`src/hw/rtl/i2s_st_pkg.sv`:
```
// ----------------------------------------------------------------------------
// I2S slave transceiver package
// Shared constants, widths and word types of the transceiver.
// ----------------------------------------------------------------------------
package i2s_st_pkg;

    localparam int SAMPLE_BITS  = 24;
    localparam int SLOT_CLOCKS  = 32;
    localparam int BLOCK_FRAMES = 64;
    localparam int CHANNELS     = 2;
    localparam int BLOCK_SLOTS  = BLOCK_FRAMES * CHANNELS;

    localparam int CNT_W  = $clog2(SLOT_CLOCKS + 1);
    localparam int BIT_W  = $clog2(SAMPLE_BITS + 1) + 1;
    localparam int IDX_W  = $clog2(SAMPLE_BITS);
    localparam int SLOT_W = 7;
    localparam int POS_W  = (BLOCK_SLOTS > 1) ? $clog2(BLOCK_SLOTS) : 1;

    localparam int IN_DATA_W  = 32;
    localparam int OUT_DATA_W = 48;

    typedef struct packed {
        logic signed [SAMPLE_BITS-1:0] tx_word;
        logic                          data_in;
        logic                          word_select;
    } in_word_t;

    typedef struct packed {
        logic                          synced;
        logic                          dropout;
        logic                          block_done;
        logic                          tx_bank;
        logic [SLOT_W-1:0]             tx_slot;
        logic                          rx_bank;
        logic [SLOT_W-1:0]             rx_slot;
        logic signed [SAMPLE_BITS-1:0] rx_sample;
        logic                          rx_valid;
        logic                          data_out;
    } result_t;

endpackage

```
`src/hw/rtl/i2s_st_in_stage.sv`:
```
// ----------------------------------------------------------------------------
// I2S transceiver input stage
// Registers one incoming bit-clock word and hands it to the core.
// ----------------------------------------------------------------------------
module i2s_st_in_stage
    import i2s_st_pkg::*;
(
    input  logic     clk,
    input  logic     rst_n,
    input  logic     in_valid,
    output logic     in_ready,
    input  in_word_t in_word,
    output logic     held_valid,
    input  logic     held_take,
    output in_word_t held_word
);

    logic     valid_reg;
    logic     valid_next;
    in_word_t word_reg;

    assign in_ready   = !valid_reg || held_take;
    assign valid_next = (in_valid && in_ready) || (valid_reg && !held_take);

    always_ff @(posedge clk or negedge rst_n)
    begin
        if (!rst_n)
        begin
            valid_reg <= 1'b0;
        end
        else
        begin
            valid_reg <= valid_next;
        end
    end

    always_ff @(posedge clk)
    begin
        if (in_valid && in_ready)
        begin
            word_reg <= in_word;
        end
    end

    assign held_valid = valid_reg;
    assign held_word  = word_reg;

endmodule

```
`src/hw/rtl/i2s_st_core.sv`:
```
// ----------------------------------------------------------------------------
// I2S transceiver core
// Slot timing, receive shifter, transmit holder and block/bank tracking,
// advanced by one step for each bit-clock word.
// ----------------------------------------------------------------------------
module i2s_st_core
    import i2s_st_pkg::*;
(
    input  logic     clk,
    input  logic     rst_n,
    input  logic     step,
    input  in_word_t word,
    output result_t  result
);

    logic                          select_level_reg, select_level_next;
    logic [CNT_W-1:0]              clock_count_reg, clock_count_next;
    logic signed [BIT_W-1:0]       bit_index_reg, bit_index_next;
    logic [SAMPLE_BITS-1:0]        rx_shift_reg, rx_shift_next;
    logic [SAMPLE_BITS-1:0]        tx_hold_reg, tx_hold_next;
    logic [POS_W-1:0]              slot_pos_reg, slot_pos_next;
    logic                          bank_sel_reg, bank_sel_next;
    logic                          resyncing_reg, resyncing_next;

    logic [CNT_W-1:0]              cnt_inc;
    logic signed [BIT_W-1:0]       bit_mid;
    logic [POS_W-1:0]              slot_mid;
    logic [POS_W:0]                slot_inc;
    logic                          err;
    logic                          emit;
    logic                          wrap;

    always_comb
    begin
        select_level_next = select_level_reg;
        clock_count_next  = clock_count_reg;
        resyncing_next    = resyncing_reg;
        slot_mid          = slot_pos_reg;
        bit_mid           = bit_index_reg;
        err               = 1'b0;
        cnt_inc           = clock_count_reg;

        if (word.word_select != select_level_reg)
        begin
            err = (clock_count_reg != CNT_W'(SLOT_CLOCKS - 1)) && !resyncing_reg;
            clock_count_next  = '0;
            select_level_next = word.word_select;
        end
        else
        begin
            if (clock_count_reg < CNT_W'(SLOT_CLOCKS))
            begin
                cnt_inc = clock_count_reg + CNT_W'(1);
            end
            clock_count_next = cnt_inc;
            err = (cnt_inc >= CNT_W'(SLOT_CLOCKS)) && !resyncing_reg;
            if (cnt_inc == CNT_W'(1))
            begin
                bit_mid = BIT_W'(SAMPLE_BITS);
                if (resyncing_reg && !select_level_reg)
                begin
                    resyncing_next = 1'b0;
                    slot_mid       = '0;
                end
            end
        end

        // idle position holds at -1
        if (!bit_mid[BIT_W-1])
        begin
            bit_mid = bit_mid - BIT_W'(1);
        end

        if (bit_mid == BIT_W'(SAMPLE_BITS - 1))
        begin
            rx_shift_next = {SAMPLE_BITS{word.data_in}};
        end
        else
        begin
            rx_shift_next = {rx_shift_reg[SAMPLE_BITS-2:0], word.data_in};
        end

        emit     = (bit_mid == '0) && !resyncing_next;
        slot_inc = {1'b0, slot_mid} + (POS_W + 1)'(1);
        wrap     = slot_inc >= (POS_W + 1)'(BLOCK_SLOTS);

        slot_pos_next  = slot_mid;
        bank_sel_next  = bank_sel_reg;
        tx_hold_next   = tx_hold_reg;
        bit_index_next = bit_mid;
        if (emit)
        begin
            if (wrap)
            begin
                slot_pos_next = POS_W'(!select_level_next);
                bank_sel_next = !bank_sel_reg;
            end
            else
            begin
                slot_pos_next = slot_inc[POS_W-1:0];
            end
            tx_hold_next   = word.tx_word;
            bit_index_next = '1;
        end

        result            = '0;
        result.rx_valid   = emit;
        result.dropout    = err;
        result.synced     = !resyncing_next;
        result.block_done = emit && wrap;
        if (emit)
        begin
            result.rx_sample = rx_shift_next;
            result.rx_slot   = SLOT_W'(slot_mid);
            result.rx_bank   = bank_sel_reg;
            result.tx_slot   = SLOT_W'(slot_pos_next);
            result.tx_bank   = bank_sel_next;
        end
        if (!bit_index_next[BIT_W-1]
            && ($unsigned(bit_index_next) < BIT_W'(SAMPLE_BITS)))
        begin
            result.data_out = tx_hold_reg[bit_index_next[IDX_W-1:0]];
        end
    end

    always_ff @(posedge clk or negedge rst_n)
    begin
        if (!rst_n)
        begin
            select_level_reg <= 1'b0;
            clock_count_reg  <= CNT_W'(2);
            bit_index_reg    <= '1;
            rx_shift_reg     <= '0;
            tx_hold_reg      <= '0;
            slot_pos_reg     <= '0;
            bank_sel_reg     <= 1'b0;
            resyncing_reg    <= 1'b1;
        end
        else if (step)
        begin
            select_level_reg <= select_level_next;
            clock_count_reg  <= clock_count_next;
            bit_index_reg    <= bit_index_next;
            rx_shift_reg     <= rx_shift_next;
            tx_hold_reg      <= tx_hold_next;
            slot_pos_reg     <= slot_pos_next;
            bank_sel_reg     <= bank_sel_next;
            resyncing_reg    <= resyncing_next;
        end
    end

endmodule

```
`src/hw/rtl/i2s_st_out_stage.sv`:
```
// ----------------------------------------------------------------------------
// I2S transceiver output stage
// Result register between the core and the outgoing stream.
// ----------------------------------------------------------------------------
module i2s_st_out_stage
    import i2s_st_pkg::*;
(
    input  logic    clk,
    input  logic    rst_n,
    input  logic    load_valid,
    output logic    load_ready,
    input  result_t load_result,
    output logic    out_valid,
    input  logic    out_ready,
    output result_t out_result
);

    logic    valid_reg;
    logic    valid_next;
    result_t result_reg;

    assign load_ready = !valid_reg || out_ready;
    assign valid_next = (load_valid && load_ready) || (valid_reg && !out_ready);

    always_ff @(posedge clk or negedge rst_n)
    begin
        if (!rst_n)
        begin
            valid_reg <= 1'b0;
        end
        else
        begin
            valid_reg <= valid_next;
        end
    end

    always_ff @(posedge clk)
    begin
        if (load_valid && load_ready)
        begin
            result_reg <= load_result;
        end
    end

    assign out_valid  = valid_reg;
    assign out_result = result_reg;

endmodule

```
`src/hw/rtl/i2s_slave_transceiver.sv`:
```
// ----------------------------------------------------------------------------
// I2S slave transceiver
// Two-channel serial audio receiver and transmitter, one word per bit clock.
// ----------------------------------------------------------------------------
// Feed one word per bit-clock period: the word-select and data levels sampled
// on the rising edge, plus the transmit sample for the next slot. The block
// takes a word every clock and returns one result word per input word,
// through the input register, then the single-step slot logic into the
// result register; a stalled output holds both registers and stops input.
// Data starts on the word after a word-select change; each completed
// sample is returned sign-extended with its slot index and bank, and the
// transmit word is loaded at the same moment and driven MSB first. Nothing
// is returned as valid until the first left slot has been seen; slot length
// errors after that raise dropout.
// ----------------------------------------------------------------------------
module i2s_slave_transceiver
    import i2s_st_pkg::*;
(
    input  logic                  clk,
    input  logic                  rst_n,
    input  logic                  s_tvalid,
    output logic                  s_tready,
    // [0] data_in, [24:1] tx_word, rest zero
    input  logic [IN_DATA_W-1:0]  s_tdata,
    // [0] word_select
    input  logic                  s_tuser,
    output logic                  m_tvalid,
    input  logic                  m_tready,
    // [0] data_out, [1] rx_valid, [25:2] rx_sample, [32:26] rx_slot,
    // [33] rx_bank, [40:34] tx_slot, [41] tx_bank, [42] block_done,
    // [43] dropout, [44] synced, rest zero
    output logic [OUT_DATA_W-1:0] m_tdata
);

    in_word_t in_word;
    in_word_t held_word;
    logic     held_valid;
    logic     core_ready;
    logic     step;
    result_t  core_result;
    result_t  out_result;

    assign in_word.word_select = s_tuser;
    assign in_word.data_in     = s_tdata[0];
    assign in_word.tx_word     = s_tdata[SAMPLE_BITS:1];

    i2s_st_in_stage u_in_stage (
        .clk        (clk),
        .rst_n      (rst_n),
        .in_valid   (s_tvalid),
        .in_ready   (s_tready),
        .in_word    (in_word),
        .held_valid (held_valid),
        .held_take  (step),
        .held_word  (held_word)
    );

    assign step = held_valid && core_ready;

    i2s_st_core u_core (
        .clk    (clk),
        .rst_n  (rst_n),
        .step   (step),
        .word   (held_word),
        .result (core_result)
    );

    i2s_st_out_stage u_out_stage (
        .clk         (clk),
        .rst_n       (rst_n),
        .load_valid  (held_valid),
        .load_ready  (core_ready),
        .load_result (core_result),
        .out_valid   (m_tvalid),
        .out_ready   (m_tready),
        .out_result  (out_result)
    );

    assign m_tdata = OUT_DATA_W'(out_result);

endmodule

```
`config.mk`:
```
export PLATFORM = sky130hd
export DESIGN_NAME = i2s_slave_transceiver
export DESIGN_NICKNAME = d
export VERILOG_FILES = /design/src/hw/rtl/i2s_st_pkg.sv /design/src/hw/rtl/i2s_st_in_stage.sv /design/src/hw/rtl/i2s_st_core.sv /design/src/hw/rtl/i2s_st_out_stage.sv /design/src/hw/rtl/i2s_slave_transceiver.sv
export SDC_FILE = /design/constraint.sdc
export NUM_CORES = 1
export LEC_CHECK = 0
export ABC_AREA = 1
export BUFFER_PORTS_ARGS = -buffer_cell sky130_fd_sc_hd__buf_2
export CORE_MARGIN = 1.5
export CORE_UTILIZATION = 48
export DETAILED_ROUTE_END_ITERATION = 12
export PLACE_DENSITY_LB_ADDON = 0.08
export SETUP_SLACK_MARGIN = 0.05
export SLEW_MARGIN = 20
export SYNTH_ARGS = -nofsm -noshare
export SYNTH_HDL_FRONTEND = slang
export SYNTH_SLANG_ARGS = --single-unit
export TNS_END_PERCENT = 5
```
`constraint.sdc`:
```
create_clock -name clk -period 3.2 [get_ports clk]
set_clock_uncertainty 0.1 [all_clocks]
set_input_delay 0.32 -clock clk [delete_from_list [all_inputs] [get_ports clk]]
set_output_delay 0.32 -clock clk [all_outputs]
set_load 0.1 [all_outputs]
```
==> reports/qor.yml, run 1 <==
synth-edff-count: 71
hold_class: "in -> reg"
nets: 815
cts_made_buffers: 17
wl_per_cell_um: 12.6
synth_ff_type: "edfxtp_1"
via_count: 4665
clk_pin_slew_worst_paths_ps: 50
leakagePower_nw: 3.87
wirelength_mm: 12.2
cp_max_fo: 24
drv_slew: 0
die-area_um2: 14200
rows: 42
ioPinCount: 87
grt_use_total_pct: 18.3
grt_start_max_net_pins: 72
die_h_um: 119
grt_pass1_wl_mm: 20.5
netlist_area_um2: 6500
yosysUniqueCellTypes: 48
ys_seq_area_share_pct: 60.3
finalHoldViolCount: 0
violations: "setup timing"
synth.avg_cell_area_um2: 10.1
cp.buffers_inverters: 4
slew_headroom_pct: 38.6
die_w_um: 119
instances_no_fill: 962
hpwl_mm: 7.75
worst_pin_slew_ps: 921
grt_pass1_vias: 4501
synthCells: 642
worstPathCellList: "ha_4, inv_2, nand2_2, nand2_2, nand3_2, nor2_4, nand3_4, nand2_4, ha_4, inv_2, nor3_2, nand3_1, nand2_1, nand2_2, nor2_4, nand3_4, nor2_8, buf_4, nand2_4, buf_12, mux2_4"
grt_overflow: 0
fmax_ghz: 0.299
most-common-layout-cells: "nand2_1 (154), buf_2 (75), edfxtp_1 (71), dfrtp_1 (62), nor2_1 (57)"
startpoint_type: "flop"
root_buffer: "clkbuf_16"
critical_path_class: "reg -> reg"
rsz0062_at_grt: "true"
drc_errors: 0
finalCriticalPeriod_ps: 3340
required_ps: 3400
drt_iter0_drc: 341
max_stage_delay_ps: 550
worst_slack_ps: -140
setup_viol: 33
status: "finished, violations left"
arrival_ps: 3540
drive_above_1_share_pct: 32.4
placed_cells: 896
crit_top_cell: "nand2_2"
irDropWorstVdd_mv: 0.536
cts.sinks: 142
setup_tns_ps: -3550
cp_top_family: "simple AND/OR/NAND/NOR gates"
drv_cap: 0
fin_util_pct: 63.2
core-area_um2: 13200
ys_warn_count: 0
clockBufferDepth: 2
cp_slowest_cell: "dfstp_2"
cts_tree: "built"
firstDrtPassIters: 5
power.density_nw_per_um2: 881
worst_hold_slack_ps: 112
synthArstFlopShare_pct: 50.0
grt_antenna_before_repair: 0
ant_nets: 0
viasPerCell: 4.85
largest_reg_flops: 45
portBuffers: 76
n_antenna_cell: 0
clock_latency_ps: 420
dpl_worst_slack_ps: -141
cp-end-kind: "flop"
post-route-period-util_pct: 104
reg2reg_setup_slack_ps: -140
layout_commonest_cell: "nand2_1"
start_util_pct: 49.1
htreeDepth: 4
ys_ff_latch: 142
gp_congestion: 0.857
synthToLayoutAreaGrowth_pct: 28.9
[area by class of cell]
type	instances	area [µm²]
flip-flops and latches	142	3920
inverters	85	322
multi-input cells	392	2310
clock buffers	19	443
well taps	176	220
repair buffers	135	987
fillers	1091	4870
clock inverters	13	169
[per-stage QoR]
stage | cell area, µm² | power, W
global route | 8380 | 0.00788
finish | 8380 | 0.00738
CTS | 8160 | 0.00722
floorplan | 6520 | 0.00450
global placement | 7240 | 0.00505
detailed placement | 7240 | 0.00511
[metal layers]
metal  share of wire, %  wire [µm]  track usage, %  up-vias
met4                1.0        127            6.10        0
li1                   -          -               -     2354
met1                 45       5430            21.8     2215
met5                  0          0               0        -
met2                 51       6170            32.0       87
met3                3.6        432            5.22        9
[cell usage after synthesis, types with 3 or more instances]
cell / n / share of area (%)
a21oi_1: 6 / 0.46
buf_2: 9 / 0.69
buf_4: 4 / 0.46
buf_6: 3 / 0.52
clkbuf_1: 9 / 0.52
dfrtp_1: 63 / 24
dfstp_2: 8 / 3.2
edfxtp_1: 71 / 33
ha_1: 5 / 0.96
inv_1: 56 / 3.2
inv_2: 27 / 1.6
mux2_2: 4 / 0.69
mux2_4: 20 / 4.6
nand2_1: 162 / 9.4
nand2_2: 9 / 0.87
nand3_1: 36 / 2.8
nor2_1: 60 / 3.5
nor2_4: 3 / 0.52
nor3_1: 4 / 0.31
nor3_2: 3 / 0.46
o21ai_0: 24 / 1.8
o21ai_1: 21 / 1.6
o22ai_1: 4 / 0.38
[power by group]
group | switching, W | internal, W | total [W] | leakage [nW]
Sequential | 0.000177 | 0.00227 | 0.00244 | 1.63
Combinational | 0.00191 | 0.00101 | 0.00292 | 1.95
Clock | 0.000704 | 0.00131 | 0.00202 | 0.293
[cell families (layout without fill, tap and decap cells)]
| kind of cell | Yosys count | count (layout) | synth area share (%) |
|---|---|---|---|
| AO/OA/AOI/OAI | 64 | 64 | 5.45 |
| XOR/XNOR | 3 | 3 | 0.404 |
| adder cells (fa/ha/maj) | 5 | 5 | 0.962 |
| buffers and inverters | 110 | 252 | 7.14 |
| flip-flops | 142 | 142 | 60.3 |
| multiplexers | 24 | 24 | 5.31 |
| other | 1 | 3 | 0.0577 |
| AND/OR/NAND/NOR | 293 | 293 | 20.4 |
[worst min-delay path, cell delays in order]
cell     delay, ps
buf_2           70
inv_1           40
nand3_1        100
nand2_1         60
[worst paths after layout]
check                                                       from                                    end  cells past startpoint
setup / recovery           u_core.clock_count_reg[1]$_DFFE_PN1P_     u_core.tx_hold_reg[20]$_DFFE_PN0P_                     21
hold / removal                                          m_tready        u_in_stage.held_valid$_DFF_PN0_                      4
setup reg to reg           u_core.clock_count_reg[1]$_DFFE_PN1P_     u_core.tx_hold_reg[20]$_DFFE_PN0P_                     21
hold reg to reg                u_in_stage.held_word[3]$_DFFE_PP_      u_core.tx_hold_reg[1]$_DFFE_PN0P_                      1
max in group asynchronous                                  rst_n  u_core.clock_count_reg[5]$_DFFE_PN0P_                      2
min in group asynchronous                                  rst_n     u_core.tx_hold_reg[11]$_DFFE_PN0P_                      2
[timing repair]
| item | 4_1_cts | 5_1_grt |
|---|---|---|
| endpoints found under the hold margin | 90 | 0 |
| setup endpoints to repair | 38 | 93 |
| buffers inserted | 0 | 6 |
| hold buffers | 28 | 0 |
| gates resized for setup | 9 | 39 |
| pin swaps | 2 | 23 |
(Power assumes the default switching activity.)
==> run 2: changes to the inputs <==
clock period = 3.07 ns   (was 3.2 ns; I/O delays follow)
==> reports/qor.yml, run 2 (synthesis gave the netlist of run 1 again) <==
arrival_ps: 3540  # about the same
multiInputGateArea_um2: 2340  # was 2310 µm²
final_area_um2: 8520  # was 8380 µm²
worst_slack_ps: -268  # was -140 ps
finalCriticalPeriod_ps: 3340  # about the same
drv_slew: 0  # unchanged
core-area_um2: 13200  # unchanged
drive_above_1_share_pct: 35.0  # was 32.4%
fill_cells: 1082  # was 1091
violations: "setup timing"  # unchanged
clockBufferDepth: 2  # unchanged
power_frac_comb_pct: 40.6  # was 39.6%
p_sw_w: 0.00299  # was 0.00279 W
post-route-period-util_pct: 109  # was 104%
p_int_w: 0.00479  # was 0.00459 W
synthToLayoutAreaGrowth_pct: 31.0  # was 28.9%
reg2reg_setup_slack_ps: -270  # was -140 ps
grt_antenna_before_repair: 0  # unchanged
die_h_um: 119  # unchanged
max_stage_delay_ps: 550  # about the same
switching_share_pct: 38.4  # was 37.8%
p_seq_share_pct: 32.8  # was 33.1%
ant_nets: 0  # unchanged
ff_latch_area_um2: 3920  # unchanged
portBuffers: 76  # unchanged
finalHoldViolCount: 0  # unchanged
drc_errors: 0  # unchanged
irDropWorstVdd_mv: 0.434  # was 0.536 mV
hold_depth: 4  # unchanged
critical_path_class: "reg -> reg"  # unchanged
clock_latency_ps: 420  # about the same
fmax_ghz: 0.300  # was 0.299 GHz
wirelength_mm: 12.6  # was 12.2 mm
grt_pass1_wl_mm: 21.0  # was 20.5 mm
hold_class: "in -> reg"  # unchanged
grt_use_total_pct: 19.0  # was 18.3%
firstDrtPassIters: 4  # was 5
cp-end-kind: "flop"  # unchanged
die_w_um: 119  # unchanged
timing.rr.start: "u_core.clock_count_reg[1]$_DFFE_PN1P_"  # unchanged
die-area_um2: 14200  # unchanged
worstHoldStart: "m_tready"  # unchanged
worst_hold_slack_ps: 89.8  # was 112 ps
worstPathCellList: "ha_4, inv_2, nand2_2, nand2_2, nand3_2, nor2_4, nand3_4, nand2_4, ha_4, inv_4, buf_4, o211ai_1, nand2_2, nor2_4, nand3_4, nor2_8, buf_12, buf_12, nand2_4, buf_12, mux2_4"  # was ha_4, inv_2, nand2_2, nand2_2, nand3_2, nor2_4, nand3_4, nand2_4, ha_4, inv_2, nor3_2, nand3_1, nand2_1, nand2_2, nor2_4, nand3_4, nor2_8, buf_4, nand2_4, buf_12, mux2_4
hpwl_mm: 8.27  # was 7.75 mm
root_buffer: "clkbuf_16"  # unchanged
clk_pin_slew_worst_paths_ps: 60  # was 50 ps
cts.sinks: 142  # unchanged
nets: 832  # was 815
worst_pin_slew_ps: 909  # was 921 ps
required_ps: 3270  # was 3400 ps
cts_tree: "built"  # unchanged
grt_overflow: 0  # unchanged
via_count: 4689  # was 4665
start_util_pct: 49.1  # unchanged
rsz0062_at_grt: "true"  # unchanged
power.density_nw_per_um2: 914  # was 881 nW/µm²
ioPinCount: 87  # unchanged
grt_pass1_vias: 4530  # was 4501
setup_viol: 40  # was 33
rows: 42  # unchanged
startpoint_type: "flop"  # unchanged
cp_top_family: "simple AND/OR/NAND/NOR gates"  # unchanged
drt_iter0_drc: 289  # was 341
grt_start_max_net_pins: 72  # unchanged
status: "finished, violations left"  # unchanged
clkPwrFrac_pct: 26.6  # was 27.3%
cp_max_fo: 24  # unchanged
cp.buffers_inverters: 6  # was 4
reg2reg_depth: 21  # unchanged
cts_made_buffers: 17  # unchanged
dpl_cell_area_um2: 7360  # was 7240 µm²
largest_reg_flops: 45  # unchanged
n_antenna_cell: 0  # unchanged
min_to: "u_out_stage.out_valid$_DFF_PN0_"  # was u_in_stage.held_valid$_DFF_PN0_
leakagePower_nw: 3.95  # was 3.87 nW
most-common-layout-cells: "nand2_1 (155), buf_2 (75), edfxtp_1 (71), dfrtp_1 (62)"  # was nand2_1 (154), buf_2 (75), edfxtp_1 (71), dfrtp_1 (62), nor2_1 (57)
slew_headroom_pct: 39.4  # was 38.6%
drv_cap: 0  # unchanged
gp_congestion: 0.807  # was 0.857
viasPerCell: 4.79  # was 4.85
cp_slowest_cell: "dfstp_2"  # unchanged
wl_per_cell_um: 12.9  # was 12.6 µm
layout_commonest_cell: "nand2_1"  # unchanged
r2r_end: "u_core.tx_hold_reg[20]$_DFFE_PN0P_"  # unchanged
htreeDepth: 4  # unchanged
power_w: 0.00778  # was 0.00738 W
-- run 2: changes by cell type in the layout (fill, tap and decap cells not counted), sizes merged --
cell / previous run / this run
nand2: 172 / 173
buf: 107 / 123
bufinv: 4 / 3
clkbuf: 19 / 18
clkinvlp: 2 / 4
inv: 85 / 84
clkinv: 7 / 8
-- run 2: worst max path at each step --
stage / cells past startpoint / end / start
2_1_floorplan: 25 / u_out_stage.out_result[0]$_SDFFCE_PN0P_ / u_core.clock_count_reg[1]$_DFFE_PN1P_
3_3_place_gp: 24 / u_out_stage.out_result[0]$_SDFFCE_PN0P_ / u_core.clock_count_reg[1]$_DFFE_PN1P_
3_5_place_dp: 24 / u_out_stage.out_result[0]$_SDFFCE_PN0P_ / u_core.clock_count_reg[1]$_DFFE_PN1P_
4_1_cts: 24 / u_out_stage.out_result[0]$_SDFFCE_PN0P_ / u_core.clock_count_reg[1]$_DFFE_PN1P_
5_1_grt: 23 / u_core.slot_pos_reg[6]$_DFFE_PN0P_ / u_core.clock_count_reg[1]$_DFFE_PN1P_
6_report: 21 / u_core.tx_hold_reg[20]$_DFFE_PN0P_ / u_core.clock_count_reg[1]$_DFFE_PN1P_
-- run 2: repair_timing --
| item | in CTS | in global routing |
|---|---|---|
| hold buffers | 28 | 0 |
| pin swaps | 1 | 7 |
| setup buffers | 0 | 9 |
| resized for setup | 13 | 37 |
| cloned | 0 | 1 |
| setup endpoints to repair | 83 | 98 |
| hold endpoints to repair | 90 | 0 |
-- run 2: final cells by class --
cell class / count / area share [%]
inverter: 85 / 3.80
tap: 176 / 2.59
clock inverter: 14 / 1.98
clock buffer: 18 / 5.16
multi-input combinational: 393 / 27.4
timing repair buffer: 151 / 13.0
sequential: 142 / 46.0
-- run 2: layer usage --
metal  vias to the layer above  global-route usage [%]  routed length, µm
li1                       2381                       -                  -
met1                      2199                    23.3               5610
met2                        91                    32.3               6340
met3                        18                    4.45                428
met4                         0                    8.04                229
met5                         -                       0                  0
-- run 2: worst reg2reg max path, stage by stage, from the launching register on --
cell and delay [ps]:
dfstp_2 550, ha_4 190, inv_2 60, nand2_2 60, nand2_2 70, nand3_2 90, nor2_4 110, nand3_4 110
nand2_4 90, ha_4 150, inv_4 40, buf_4 120, o211ai_1 170, nand2_2 110, nor2_4 150, nand3_4 120
nor2_8 150, buf_12 130, buf_12 100, nand2_4 50, buf_12 190, mux2_4 320
-- run 2: per-stage QoR --
stage	util (%)	setup WS (ps)	std cells	TNS (ps)
6_report	64.3	-268	979	-8230
5_1_grt	64.3	-476	979	-23420
4_1_cts	62.7	-176	969	-5980
3_5_place_dp	55.6	-195	909	-6090
3_3_place_gp	55.6	-117	909	-3320
2_1_floorplan	-	-39.9	644	-231
-- run 2: power by group through the flow --
stage	clock (W)	combinational, W	sequential, W
detailed placement	0	0.00289	0.00258
floorplan	0	0.00181	0.00292
CTS	0.00211	0.00298	0.00254
global route	0.00220	0.00352	0.00259
global placement	0	0.00283	0.00256
finish	0.00207	0.00316	0.00255
